==> src/sv/wsc_pkg.sv <==
`default_nettype none

package wsc_pkg;

  // Build-time defaults for the top-level parameters.
  localparam int GRID_MAX_DEF     = 256;
  localparam int MAX_WORD_LEN_DEF = 4;

  // Fixed field widths.
  localparam int WORD_REGS   = 4;
  localparam int CHAR_W      = 8;
  localparam int TOTAL_W     = 32;
  localparam int ROW_WIDTH_W = 9;
  localparam int WORD_LEN_W  = 3;
  localparam int CFG_INDEX_W = 3;
  localparam int CFG_DATA_W  = 9;
  localparam int HITS_W      = 4;

  // Register values after reset.
  localparam logic [ROW_WIDTH_W-1:0] ROW_WIDTH_RST   = 9'd256;
  localparam logic [WORD_LEN_W-1:0]  WORD_LENGTH_RST = 3'd4;
  localparam logic [CHAR_W-1:0]      CHAR_FIRST_RST  = 8'd88;
  localparam logic [CHAR_W-1:0]      CHAR_SECOND_RST = 8'd77;
  localparam logic [CHAR_W-1:0]      CHAR_THIRD_RST  = 8'd65;
  localparam logic [CHAR_W-1:0]      CHAR_FOURTH_RST = 8'd83;

  // Configuration register indexes.
  typedef enum logic [CFG_INDEX_W-1:0] {
    REG_ROW_WIDTH   = 3'd0,
    REG_WORD_LENGTH = 3'd1,
    REG_CHAR_FIRST  = 3'd2,
    REG_CHAR_SECOND = 3'd3,
    REG_CHAR_THIRD  = 3'd4,
    REG_CHAR_FOURTH = 3'd5
  } cfg_reg_t;

  // Controls shared by every window cell.
  typedef struct packed {
    logic advance;
    logic load;
  } cell_ctrl_t;

endpackage

`default_nettype wire

==> src/sv/wsc_col_cell.sv <==
`default_nettype none

module wsc_col_cell #(
  parameter int WORD_W = 24
) (
  input  wire logic                clk,
  input  wire wsc_pkg::cell_ctrl_t ctrl,
  input  wire logic [WORD_W-1:0]   load_word,
  input  wire logic [WORD_W-1:0]   shift_word,
  output logic      [WORD_W-1:0]   word
);

  import wsc_pkg::*;

  // One column of the rows above: takes its right neighbor on every beat,
  // or a fresh column at the start of a row.
  always_ff @(posedge clk) begin
    if (ctrl.advance) begin
      word <= ctrl.load ? load_word : shift_word;
    end
  end

endmodule

`default_nettype wire

==> config.mk <==
export PLATFORM = sky130hd
export DESIGN_NAME = wsc_col_cell
export DESIGN_NICKNAME = d
export VERILOG_FILES = /design/src/sv/wsc_pkg.sv /design/src/sv/wsc_col_cell.sv
export SDC_FILE = /design/constraint.sdc
export NUM_CORES = 1
export LEC_CHECK = 0
export BUFFER_PORTS_ARGS = -buffer_cell sky130_fd_sc_hd__buf_4
export CAP_MARGIN = 10
export CELL_PAD_IN_SITES_DETAIL_PLACEMENT = 0
export CELL_PAD_IN_SITES_GLOBAL_PLACEMENT = 1
export CORE_UTILIZATION = 32
export CTS_BUF_LIST = sky130_fd_sc_hd__clkbuf_16
export DETAILED_ROUTE_END_ITERATION = 7
export GPL_TIMING_DRIVEN = 0
export PLACE_DENSITY_LB_ADDON = 0.08
export SYNTH_ARGS = -nofsm -noshare
export SYNTH_HDL_FRONTEND = slang
export SYNTH_SLANG_ARGS = --single-unit
==> constraint.sdc <==
create_clock -name clk -period 1.5 [get_ports clk]
set_input_delay 0.375 -clock clk [delete_from_list [all_inputs] [get_ports clk]]
set_output_delay 0.375 -clock clk [all_outputs]
set_load 0.005 [all_outputs]
# Word level (Yosys, flattened, before mapping)
# Cells that the tools add are included.
# totals
regBits	24
input_bits	51
out_inout_bits	24
wordCells	2
# op_classes
muxes	1
# ops
op	n
$mux W24	1

# Depth between registers and ports, before layout
# depth
ltp_word	1
ltp_mapped	3
depth_no_buf	1

# Worst setup path after synthesis
# No wires, ideal clock.
# synth_timing
path_kind	input port to flip-flop
startpoint	input port ctrl[0] (netlist bit)
endpoint	register word[10], data pin
setup_ns	0.260
arrival_time_ns	0.913
required_ns	1.240
setup_slack_ns	0.326
cell_stages	3
n_path_buf	2
cell_sequence	buf_6 > buf_12 > mux2_4
# synth_via
elab_chain_cells	1
# synth_lines
item	line	source
from (decl)	wsc_col_cell.sv:7	input wire wsc_pkg::cell_ctrl_t ctrl,
$mux W24	wsc_col_cell.sv:19	word <= ctrl.load ? load_word : shift_word;
to (signal assigned)	wsc_col_cell.sv:19	
to (decl)	wsc_col_cell.sv:10	output logic [WORD_W-1:0] word
# Every way passes these cells.
# A chain may end at the register's enable or synchronous reset.

# Worst setup path in the final report
# layout_timing
startpoint	register word[7]
endpoint	output port word[7]
# No word-level cell between the ends.

==> results.yml <==
worst_hold_path:
  worstHoldPathType: "primary input to register"
  holdPathEnd: "word[1]"
  whs_path_depth: 2
  hp-start: "load_word[1]"
clock_network:
  numCtsBuffers: 3
  post_cts_resize_count: 0
  numClockSinks: 24
  postCtsSetupBuffers: 0
  clk_pin_slew_ps: 60
  postCtsHoldBufs: 0
  cts-root-buf: "clkbuf_16"
  cts_buffer_depth: 2
  h-tree-depth: 1
  cts_tree: "done"
route:
  wl_per_cell_um: 11.8
  drc_errors: 0
  drt-pass1-iter-count: 2
  vias_per_cell: 4.21
  drt-initial-drc-count: 9
  antenna_left: 0
  wirelength_um: 2040
  vias: 728
place:
  detailed_place.area_um2: 1720
  dp_slack_ps: 293
  gp_congestion: 0.671
  port_buffers: 73
  dp.final_hpwl_um: 1720
worst_setup_path:
  required_ps: 1120
  crit_chain: "buf_4"
  critPathBufInv: 1
  critPathSlowestCell: "edfxtp_1"
  crit_family: "flip-flops"
  endpoint_kind: "primary output"
  cp_data_arrival_time_ps: 770
  critical_path.max_fanout: 1
  criticalPathCategory: "register to primary output"
  start_kind: "register"
  critPathMaxStageDelay_ps: 380
synthesis:
  synth_seq_cells: 24
  syn-cell-area_um2: 1120
  synth_seq_area_share_pct: 64.5
  syn_inst: 51
  synth_flop_cell: "edfxtp_1"
  synth_area_leaders: "edfxtp_1 65%, mux2_4 27%, mux2_2 4.0%"
  yosysMostFrequentCell: "edfxtp_1"
  synth_commonest_cells: "24 x edfxtp_1, 20 x mux2_4, 4 x mux2_2"
  avgSynthCellArea_um2: 21.9
  syn_nets: 102
  synth_top_area_cell: "edfxtp_1"
  synth_top_area_share_pct: 64.5
  synth-edff-count: 24
  ys_types: 5
  yosys_warnings: 0
  async_flop_share_pct: 0
global_routing:
  grt_pass1_vias: 687
  use_met3_pct: 3.78
  top_usage_layer: "met2"
  grt_max_degree: 25
  grt_pass1_wl_um: 2980
  overflow: 0
  grtUsageMet2_pct: 21.4
  grt_use_total_pct: 11.4
  antenna_found_initial: 0
  use_met1_pct: 12.6
timing:
  tightest_slew_ps: 292
  fin_tns_setup_ps: 0
  fmax_ghz: 0.871
  finalSetupViolations: 0
  rsz0062_at_grt: "false"
  finalMaxSlewViolations: 0
  post-route-min-period_ps: 1150
  hold_viol: 0
  fin_ws_ps: 351
  slew-limit-headroom_pct: 80.5
  fin_crit_sh_pct: 76.6
cells_and_area:
  utilization_pct: 53.9
  largestRegisters: "word (24)"
  syn_to_final_growth_pct: 60.9
  multi_input_area_um2: 345
  diodes: 0
  largest_reg_flops: 24
  final_area_um2: 1800
  regMostFlops: "word"
  nFillCells: 294
  layout-drive-gt1-share_pct: 81.1
  regArea_um2: 721
  nNetsFinal: 180
floorplan:
  fp.dieH_um: 61.1
  rows: 21
  start_util_pct: 33.5
  core_um2: 3340
  dieArea_um2: 3730
  dieWidth_um: 61.1
  io_pins: 75
power_and_ir_drop:
  peakVddDrop_mv: 0.476
  design_power_total_mw: 1.68
  p_leak_nw: 0.827
  power_density_nw_per_um2: 936
flow_run:
  maxCapViolations: 0
status:
  outcome: "finished clean"
==> cell usage in the layout, fill, tap and decap left out, drive strengths merged <==
cell type / instances
clkbuf: 3
edfxtp: 24
mux2: 24
buf: 76
==> layer usage <==
metal	vias to the layer above	routed length, µm
li1	351	-
met1	337	680
met2	40	1230
met3	0	135
met4	0	0
met5	-	0
==> how the worst max path moves through the flow <==
stage | startpoint | endpoint | depth (start not counted)
2_1_floorplan | ctrl[0] | word[10] | 3
3_3_place_gp | ctrl[0] | word[4] | 3
3_5_place_dp | ctrl[0] | word[8] | 3
4_1_cts | word[22] | word[22] | 1
5_1_grt | word[5] | word[5] | 1
6_report | word[7] | word[7] | 1
==> cell type report <==
class                           instances  area share (%)
Sequential cell                        24            40.1
Timing Repair Buffer                   73            30.5
Multi-Input combinational cell         24            19.2
Clock buffer                            3            4.18
Tap cell                               46            3.20
Buffer                                  3            2.85
==> cell families after synthesis <==
family / count (synthesis) / share of synthesized area [%]
buf+inv: 3 / 4.59
flops: 24 / 64.5
mux: 24 / 30.9
==> where the power goes <==
part / leakage, nW / internal (mW) / switching [mW]
combinational: 0.555 / 0.229 / 0.0866
sequential: 0.235 / 0.811 / 0.0161
clock: 0.0370 / 0.351 / 0.189
total: 0.827 / 1.39 / 0.291
==> per-stage QoR <==
stage / cells / hold WS (ps)
floorplan: 51 / 487
global placement: 170 / 677
detailed placement: 170 / 679
CTS: 173 / 420
global route: 173 / 416
finish: 173 / 424
(Power assumes the default switching activity.)
