### src/sv/wsc_pkg.sv
`default_nettype none

package wsc_pkg;

  // Build-time defaults for the top-level parameters.
  localparam int GRID_MAX_DEF     = 256;
  localparam int MAX_WORD_LEN_DEF = 4;

  // Fixed field widths.
  localparam int WORD_REGS   = 4;
  localparam int CHAR_W      = 8;
  localparam int TOTAL_W     = 32;
  localparam int ROW_WIDTH_W = 9;
  localparam int WORD_LEN_W  = 3;
  localparam int CFG_INDEX_W = 3;
  localparam int CFG_DATA_W  = 9;
  localparam int HITS_W      = 4;

  // Register values after reset.
  localparam logic [ROW_WIDTH_W-1:0] ROW_WIDTH_RST   = 9'd256;
  localparam logic [WORD_LEN_W-1:0]  WORD_LENGTH_RST = 3'd4;
  localparam logic [CHAR_W-1:0]      CHAR_FIRST_RST  = 8'd88;
  localparam logic [CHAR_W-1:0]      CHAR_SECOND_RST = 8'd77;
  localparam logic [CHAR_W-1:0]      CHAR_THIRD_RST  = 8'd65;
  localparam logic [CHAR_W-1:0]      CHAR_FOURTH_RST = 8'd83;

  // Configuration register indexes.
  typedef enum logic [CFG_INDEX_W-1:0] {
    REG_ROW_WIDTH   = 3'd0,
    REG_WORD_LENGTH = 3'd1,
    REG_CHAR_FIRST  = 3'd2,
    REG_CHAR_SECOND = 3'd3,
    REG_CHAR_THIRD  = 3'd4,
    REG_CHAR_FOURTH = 3'd5
  } cfg_reg_t;

  // Controls shared by every window cell.
  typedef struct packed {
    logic advance;
    logic load;
  } cell_ctrl_t;

endpackage

`default_nettype wire

### src/sv/wsc_match.sv
`default_nettype none

module wsc_match #(
  parameter int DEPTH   = 3,
  parameter int LEN_CAP = 4
) (
  input  wire logic [wsc_pkg::CHAR_W-1:0]         cur,
  input  wire logic [wsc_pkg::CHAR_W*DEPTH-1:0]   win [2*DEPTH+1],
  input  wire logic [wsc_pkg::CHAR_W-1:0]         row_bytes [DEPTH],
  input  wire logic [DEPTH-1:0]                   ok_mask [4],
  input  wire logic [wsc_pkg::WORD_LEN_W-1:0]     len,
  input  wire logic [wsc_pkg::CHAR_W-1:0]         word_char [wsc_pkg::WORD_REGS],
  output logic      [wsc_pkg::HITS_W-1:0]         hits
);

  import wsc_pkg::*;

  logic [CHAR_W-1:0] seq [4][LEN_CAP];
  logic              dir_ok;
  logic              fwd;
  logic              rev;

  // Gather the cells k steps back along row, column, up-left and up-right.
  always_comb begin
    for (int d = 0; d < 4; d++) begin
      seq[d][0] = cur;
    end
    for (int k = 1; k < LEN_CAP; k++) begin
      seq[0][k] = row_bytes[k-1];
      seq[1][k] = win[DEPTH][CHAR_W*(k-1) +: CHAR_W];
      seq[2][k] = win[DEPTH-k][CHAR_W*(k-1) +: CHAR_W];
      seq[3][k] = win[DEPTH+k][CHAR_W*(k-1) +: CHAR_W];
    end
  end

  // Compare each line both ways and add up the hits.
  always_comb begin
    hits   = '0;
    dir_ok = 1'b0;
    fwd    = 1'b0;
    rev    = 1'b0;
    for (int d = 0; d < 4; d++) begin
      dir_ok = 1'b1;
      fwd    = 1'b1;
      rev    = 1'b1;
      for (int k = 1; k < LEN_CAP; k++) begin
        if (k < int'(len) && !ok_mask[d][k-1]) begin
          dir_ok = 1'b0;
        end
      end
      for (int i = 0; i < LEN_CAP; i++) begin
        if (i < int'(len) && seq[d][i] != word_char[i]) begin
          rev = 1'b0;
        end
        for (int j = 0; j < LEN_CAP; j++) begin
          if (i + j + 1 == int'(len) && seq[d][j] != word_char[i]) begin
            fwd = 1'b0;
          end
        end
      end
      if (dir_ok) begin
        hits = hits + HITS_W'(fwd) + HITS_W'(rev);
      end
    end
  end

endmodule

`default_nettype wire

### config.mk
export PLATFORM = sky130hd
export DESIGN_NAME = wsc_match
export DESIGN_NICKNAME = d
export VERILOG_FILES = /design/src/sv/wsc_pkg.sv /design/src/sv/wsc_match.sv
export SDC_FILE = /design/constraint.sdc
export NUM_CORES = 1
export LEC_CHECK = 0
export ABC_AREA = 1
export BUFFER_PORTS_ARGS = -buffer_cell sky130_fd_sc_hd__buf_4
export CAP_MARGIN = 20
export CORE_MARGIN = 1.5
export CORE_UTILIZATION = 57
export DETAILED_ROUTE_END_ITERATION = 8
export PLACE_DENSITY = 0.9
export SETUP_SLACK_MARGIN = 0.5
export SYNTH_ARGS = -nofsm -noshare
export SYNTH_HDL_FRONTEND = slang
export SYNTH_SLANG_ARGS = --single-unit
### constraint.sdc
create_clock -name vclk -period 9.3
set_input_delay 0.465 -clock vclk [all_inputs]
set_output_delay 0.465 -clock vclk [all_outputs]
set_load 0.03 [all_outputs]
* Word level (Yosys, flattened, before mapping)
Index checks and enable logic that the tools add are counted.
Widths: inputs -> output; s select.
** Cells by class
- Add/subtract/negate cells :: 7
- Magnitude comparators :: 4
- Equal/unequal tests :: 59
- Multiplexer cells :: 90
- Reduce and logical (&&, ||, !) cells :: 89
** Operators by type and width (number)
- $ne 8x8->1 :: 52
- $mux 1 :: 86
- $logic_and 1x1->1 :: 77
- $add 4x1->4 :: 6
- $eq 3x3->1 const A :: 4
- $logic_not 1->1 :: 12
- $mux 4 :: 3
- $eq 2x3->1 const A :: 2
- $lt 1x3->1 const A :: 2
- $lt 2x3->1 const A :: 2
- $eq 1x3->1 const A :: 1
- $add 1x1->2 :: 1
- $mux 2 :: 1
** Word-level totals
- Register bits :: 0
- Input bits :: 247
- Output and inout bits :: 4

* Logic depth before layout (Yosys ltp)
Gate-level depths: netlist of run 1.
- Depth in word-level cells :: 29
- Depth in mapped cells :: 31
- Gate-level depth less buffers :: 30

* Worst setup path before layout of run 1
Ideal clock, no wire load.
- Path kind :: in2out
- Start :: in word_char[2] in the netlist's numbering
- End :: out hits[1] in the netlist's numbering
- Arrival :: 4184 ps
- Setup slack :: 4651 ps
- Cell stages on the path :: 25
- Cells stage by stage :: buf_2 buf_4 xor2_1 nor2_1 nand2_1 nor2_1 nor2_1 nor2_1 nand3_1 nor2_1 ha_1 nand3_1 fa_1 nand2_1 nand2_1 inv_1 fa_1 nand2_1 o21ai_1 inv_1 fa_1 inv_1 ha_1 nor2_1 a31oi_1
** On the way
- Cells in the longest elaborated chain, start to end :: 17
- Elaborated cells between the ends (all ways) :: 61
** Ends and longest elaborated chain
- start, declared :: line wsc_match.sv:12 : input wire logic [wsc_pkg::CHAR_W-1:0] word_char [wsc_pkg::WORD_REGS],
- $ne 8x8->1 :: line wsc_match.sv:56 : if (i + j + 1 == int'(len) && seq[d][j] != word_char[i]) begin
- $logic_and 1x1->1 :: line wsc_match.sv:56
- $mux 1 (4 in series) :: line wsc_match.sv:56
- $add 1x1->2 :: line wsc_match.sv:62 : hits = hits + HITS_W'(fwd) + HITS_W'(rev);
- $mux 2 :: line wsc_match.sv:61 : if (dir_ok) begin
- $add 4x1->4 (2 in series) :: line wsc_match.sv:62
- $mux 4 :: line wsc_match.sv:61
- $add 4x1->4 (2 in series) :: line wsc_match.sv:62
- $mux 4 :: line wsc_match.sv:61
- $add 4x1->4 (2 in series) :: line wsc_match.sv:62
- $mux 4 * :: line wsc_match.sv:61
- end, declared :: line wsc_match.sv:13 : output logic [wsc_pkg::HITS_W-1:0] hits
Every way passes the cells marked *; elsewhere a longest branch is shown, timed or not.

* Worst setup path in the final report of run 1
- Start :: in word_char[0] in the netlist's numbering
- End :: out hits[1] in the netlist's numbering
The elaborated chain is that of the path after synthesis.

==> impl_metrics.yaml, run 1 <==
timing:
  hold_violations: 0
  tightest_slew_ns: 0.7687
  maxSlewHeadroom_pct: 48.36
  post-route-min-period_ns: 5.381
  fin_setup_tns_ns: 0
  rsz0062_at_grt: "false"
  finalSetupViolCount: 0
  finalMaxSlewViolations: 0
  max_freq_ghz: 0.1858
  whs_ns: 1.514
  fin_ws_ns: 3.919
  min_period_over_period_pct: 57.87
synthesis:
  synth_top_area_cell: "nand2_1"
  synth.top_cells.by_count: "nand2_1, nor2_1, inv_1"
  synth_nets: 1728
  yosysTopAreaCellShare_pct: 36.59
  synth_cell_types: 34
  synth.yosys.seq_area_share_pct: 0
  ys_warn_count: 0
  ys_top_cells_by_area: "nand2_1, xor2_1, xnor2_1, nor2_1, inv_1"
  syn_avg_cell_area_um2: 4.838
  synth.cell_area_um2: 7131
  postSynthCellCount: 1474
  synth_most_common_cell: "nand2_1"
drt:
  drtIter0Drc: 1361
  wl_met3_um: 5076
  wl_per_cell_um: 18.71
  drcViolationCount: 1
  avgViaCountPerCell: 5.594
  top_layer_used: "met4"
  drt_first_pass_iters: 8
  route.met2.wl_um: 12340
  met1_length_um: 12310
  wl_um: 32270
  ant_nets: 0
  via_count: 9650
pwr:
  ir_worst_vdd_uv: 41.06
  p_leak_nw: 4.534
  cellPowerDensity_nw_per_um2: 55.00
  power.total_mw: 0.4438
worst_setup_path:
  path_common_cell: "nand2_1"
  crit_buf_inv: 6
  crit_arrival_ns: 4.92
  startpoint: "word_char[0]"
  required_ns: 8.84
  cpPeakStageDelay_ns: 0.54
  cp_top_family: "adder cells"
  critical_path_class: "in -> out"
  cp_max_fo: 15
  startpoint_type: "primary input"
  critPathSlowestCell: "fa_1"
  cp-end-kind: "output port"
finish:
  seq_cells: 0
  multi_input_area_um2: 6108
  clock_buffers: 0
  layout-drive-gt1-share_pct: 11.69
  syn2layout_area_growth_pct: 13.18
  regArea_um2: 0
  final_area_um2: 8070
  final_nets: 1813
  antenna_cells: 0
  fill_cells: 1287
  fin_cells: 1725
  fin_util_pct: 66.63
floorplanning:
  die_h_um: 114.8
  row_count: 40
  start_util_pct: 58.87
  core-area_um2: 12110
  num_io_pins: 251
  dieArea_um2: 13190
  die_x_um: 114.8
cts:
  cts_resized: 0
  postCtsSetupBuffers: 0
  holdBufCountCts: 0
placed_design:
  place_inst: 1725
  dpl-instance-area_um2: 8070
  io_buffers: 155
  dp_hpwl_um: 25960
  gp_congestion: 1.141
  pre_cts_ws_ns: 4.087
outcome:
  status: "complete, but fails checks"
  violations: "DRC"
grt:
  grt_usage_pct: 47.27
  grt_pass1_wl_um: 46390
  grt_max_degree: 16
  grt_pass1_vias: 8058
  antenna_found_initial: 0
  overflow: 0
hold_path:
  min_from: "ok_mask[1]"
  hp-class: "in -> out"
flow_run:
  cap_violations: 0
## kinds of logic after synthesis
kind of cell | Yosys count | share of synthesized area (%)
AND/OR/NAND/NOR | 973 | 53.75
buffers and inverters | 228 | 14.34
XOR/XNOR | 218 | 26.78
AO/OA/AOI/OAI | 48 | 3.597
adder cells (fa/ha/maj) | 7 | 1.544
## cell usage in the layout (no fill, tap or decap)
master / count
buf_4: 155
o21ai_0: 25
nor4_1: 1
fa_1: 3
nor2_2: 2
nor3_1: 8
a21oi_1: 14
and2_1: 1
a31oi_1: 1
nand3_1: 22
nand4_1: 31
nand3_2: 1
o2111ai_1: 2
inv_1: 144
o22ai_1: 3
nand3b_1: 1
a21oi_2: 1
nor2_1: 199
inv_4: 1
xnor2_1: 101
or2_1: 1
o21ai_1: 2
nand2_2: 6
nand2_1: 695
ha_1: 4
inv_2: 11
nand2_4: 3
xor2_1: 117
or2_2: 2
## metal layers
layer | vias up | GRT usage, %
met5 | - | 0
met4 | 0 | 30.37
met3 | 120 | 11.44
met2 | 792 | 65.52
met1 | 4208 | 64.76
li1 | 4530 | -
## worst min-delay path: stages
cell and delay [ns]:
buf_4 0.07, or2_1 0.10, nand2_2 0.10, nand2_1 0.08
o21ai_1 0.06, buf_4 0.17
## final cells by class
type | count | share of cell area, %
inverters | 156 | 7.287
multi-input cells | 1246 | 75.69
well taps | 168 | 2.605
repair buffers | 155 | 14.42
## path summary, 6_finish.rpt
| check | end | slack, ns | depth (start not counted) |
|---|---|---|---|
| max | hits[1] | 3.92 | 27 |
| min | hits[0] | 1.51 | 6 |
## power breakdown
part / leakage [nW] / internal [mW] / switching [mW] / total [mW]
combinational: 4.53 / 0.159 / 0.285 / 0.444
clock: 0 / 0 / 0 / 0
sequential: 0 / 0 / 0 / 0
total: 4.53 / 0.159 / 0.285 / 0.444
Power figures use the tool's default switching activity.
==> run 2, diff against run 1 <==
- CORE_UTILIZATION: 57 -> 54
- PLACE_DENSITY: 0.9 -> 0.86
- clock period: 9.3 -> 5.55 ns (I/O delays scaled with it)
==> impl_metrics.yaml, run 2 (synthesis gave the netlist of run 1 again) <==
outcome:
  status: "completed"
timing:
  rsz0062_at_grt: "false"
  maxSlewHeadroom_pct: 36.38
  max_freq_ghz: 0.2107
  fin_setup_tns_ns: 0
  hold_violations: 0
  finalSetupViolCount: 0
  finalMaxSlewViolations: 0
  post-route-min-period_ns: 4.747
  whs_ns: 1.120
  fin_ws_ns: 0.8034
  min_period_over_period_pct: 85.53
  tightest_slew_ns: 0.9470
drt:
  avgViaCountPerCell: 5.539
  drtIter0Drc: 1595
  drcViolationCount: 0
  wl_per_cell_um: 19.21
  wl_um: 33560
  via_count: 9677
  drt_first_pass_iters: 6
  ant_nets: 0
placed_design:
  io_buffers: 155
  pre_cts_ws_ns: 0.6574
  gp_congestion: 1.097
  dp_hpwl_um: 26930
  dpl-instance-area_um2: 8083
pwr:
  cellPowerDensity_nw_per_um2: 92.20
  p_leak_nw: 4.578
  ir_worst_vdd_uv: 70.68
grt:
  overflow: 0
  grt_pass1_vias: 8216
  grt_max_degree: 16
  grt_usage_pct: 46.14
  grt_pass1_wl_um: 48850
  antenna_found_initial: 0
finish:
  regArea_um2: 0
  multi_input_area_um2: 6168
  seq_cells: 0
  layout_common_cells: "nand2_1, nor2_1, buf_4, inv_1, xor2_1"
  clock_buffers: 0
  final_nets: 1831
  final_common_cell: "nand2_1"
  layout-drive-gt1-share_pct: 14.48
  fill_cells: 1285
  antenna_cells: 0
  final_area_um2: 8357
  syn2layout_area_growth_pct: 17.20
hold_path:
  hp-class: "in -> out"
floorplanning:
  num_io_pins: 251
  start_util_pct: 55.82
  dieArea_um2: 13900
  die_x_um: 117.9
  core-area_um2: 12770
  row_count: 41
  die_h_um: 117.9
flow_run:
  cap_violations: 0
worst_setup_path:
  cp_max_fo: 13
  startpoint_type: "primary input"
  critical_path_class: "in -> out"
  cp-end-kind: "output port"
  required_ns: 5.27
  cp_top_family: "adder cells"
  crit_buf_inv: 6
  path_common_cell: "nand2_1"
  critPathSlowestCell: "fa_1"
  cpPeakStageDelay_ns: 0.52
  crit_arrival_ns: 4.47
cts:
  holdBufCountCts: 0
run 2: cell types whose count changed in the layout (fill, tap and decap cells not counted), sizes merged:
cell / previous run / this run
buf: 155 / 173
clkinvlp: 0 / 13
inv: 156 / 143
run 2: final timing paths:
check                     start  depth (start not counted)  slack [ns]       to
setup / recovery  word_char[22]                         25        0.80  hits[2]
hold / removal       ok_mask[1]                          6        1.12  hits[0]
run 2: stage by stage:
step / instances / utilization, % / power, mW
after floorplan: 1474 / - / 0.4434
after global placement: 1730 / 63.28 / 0.7047
after detailed placement: 1730 / 63.28 / 0.7121
after CTS: 1730 / 63.28 / 0.7155
after global routing: 1747 / 65.42 / 0.8230
final: 1747 / 65.42 / 0.7705
run 2: power breakdown:
part           total, mW  switching [mW]  internal (mW)  leakage [nW]
sequential             0               0              0             0
clock                  0               0              0             0
combinational      0.770           0.490          0.280          4.58
total              0.770           0.490          0.280          4.58
run 2: metal layers:
layer	up-vias	global-route usage [%]	routed length, um	part of all wire, %
met4	0	21.88	2164	6.4
met5	-	0	0	0
met3	110	8.285	5190	15
li1	4565	-	-	-
met2	827	66.19	13100	39
met1	4175	65.81	13100	39
run 2: area by class of cell:
type               count  share of cell area (%)
well taps            172                   2.575
multi-input cells   1246                   73.81
repair buffers       173                   15.99
inverters            156                   7.621
run 2: what timing repair did:
item	in CTS	in global routing
setup endpoints to repair	0	3
resized for setup	0	41
buffers inserted	0	17
run 2: worst min-delay path: cells and delay by family:
family / cells / cell delay, ns
AND/OR/NAND/NOR: 3 / 0.27
buffers and inverters: 2 / 0.24
AO/OA/AOI/OAI: 1 / 0.06
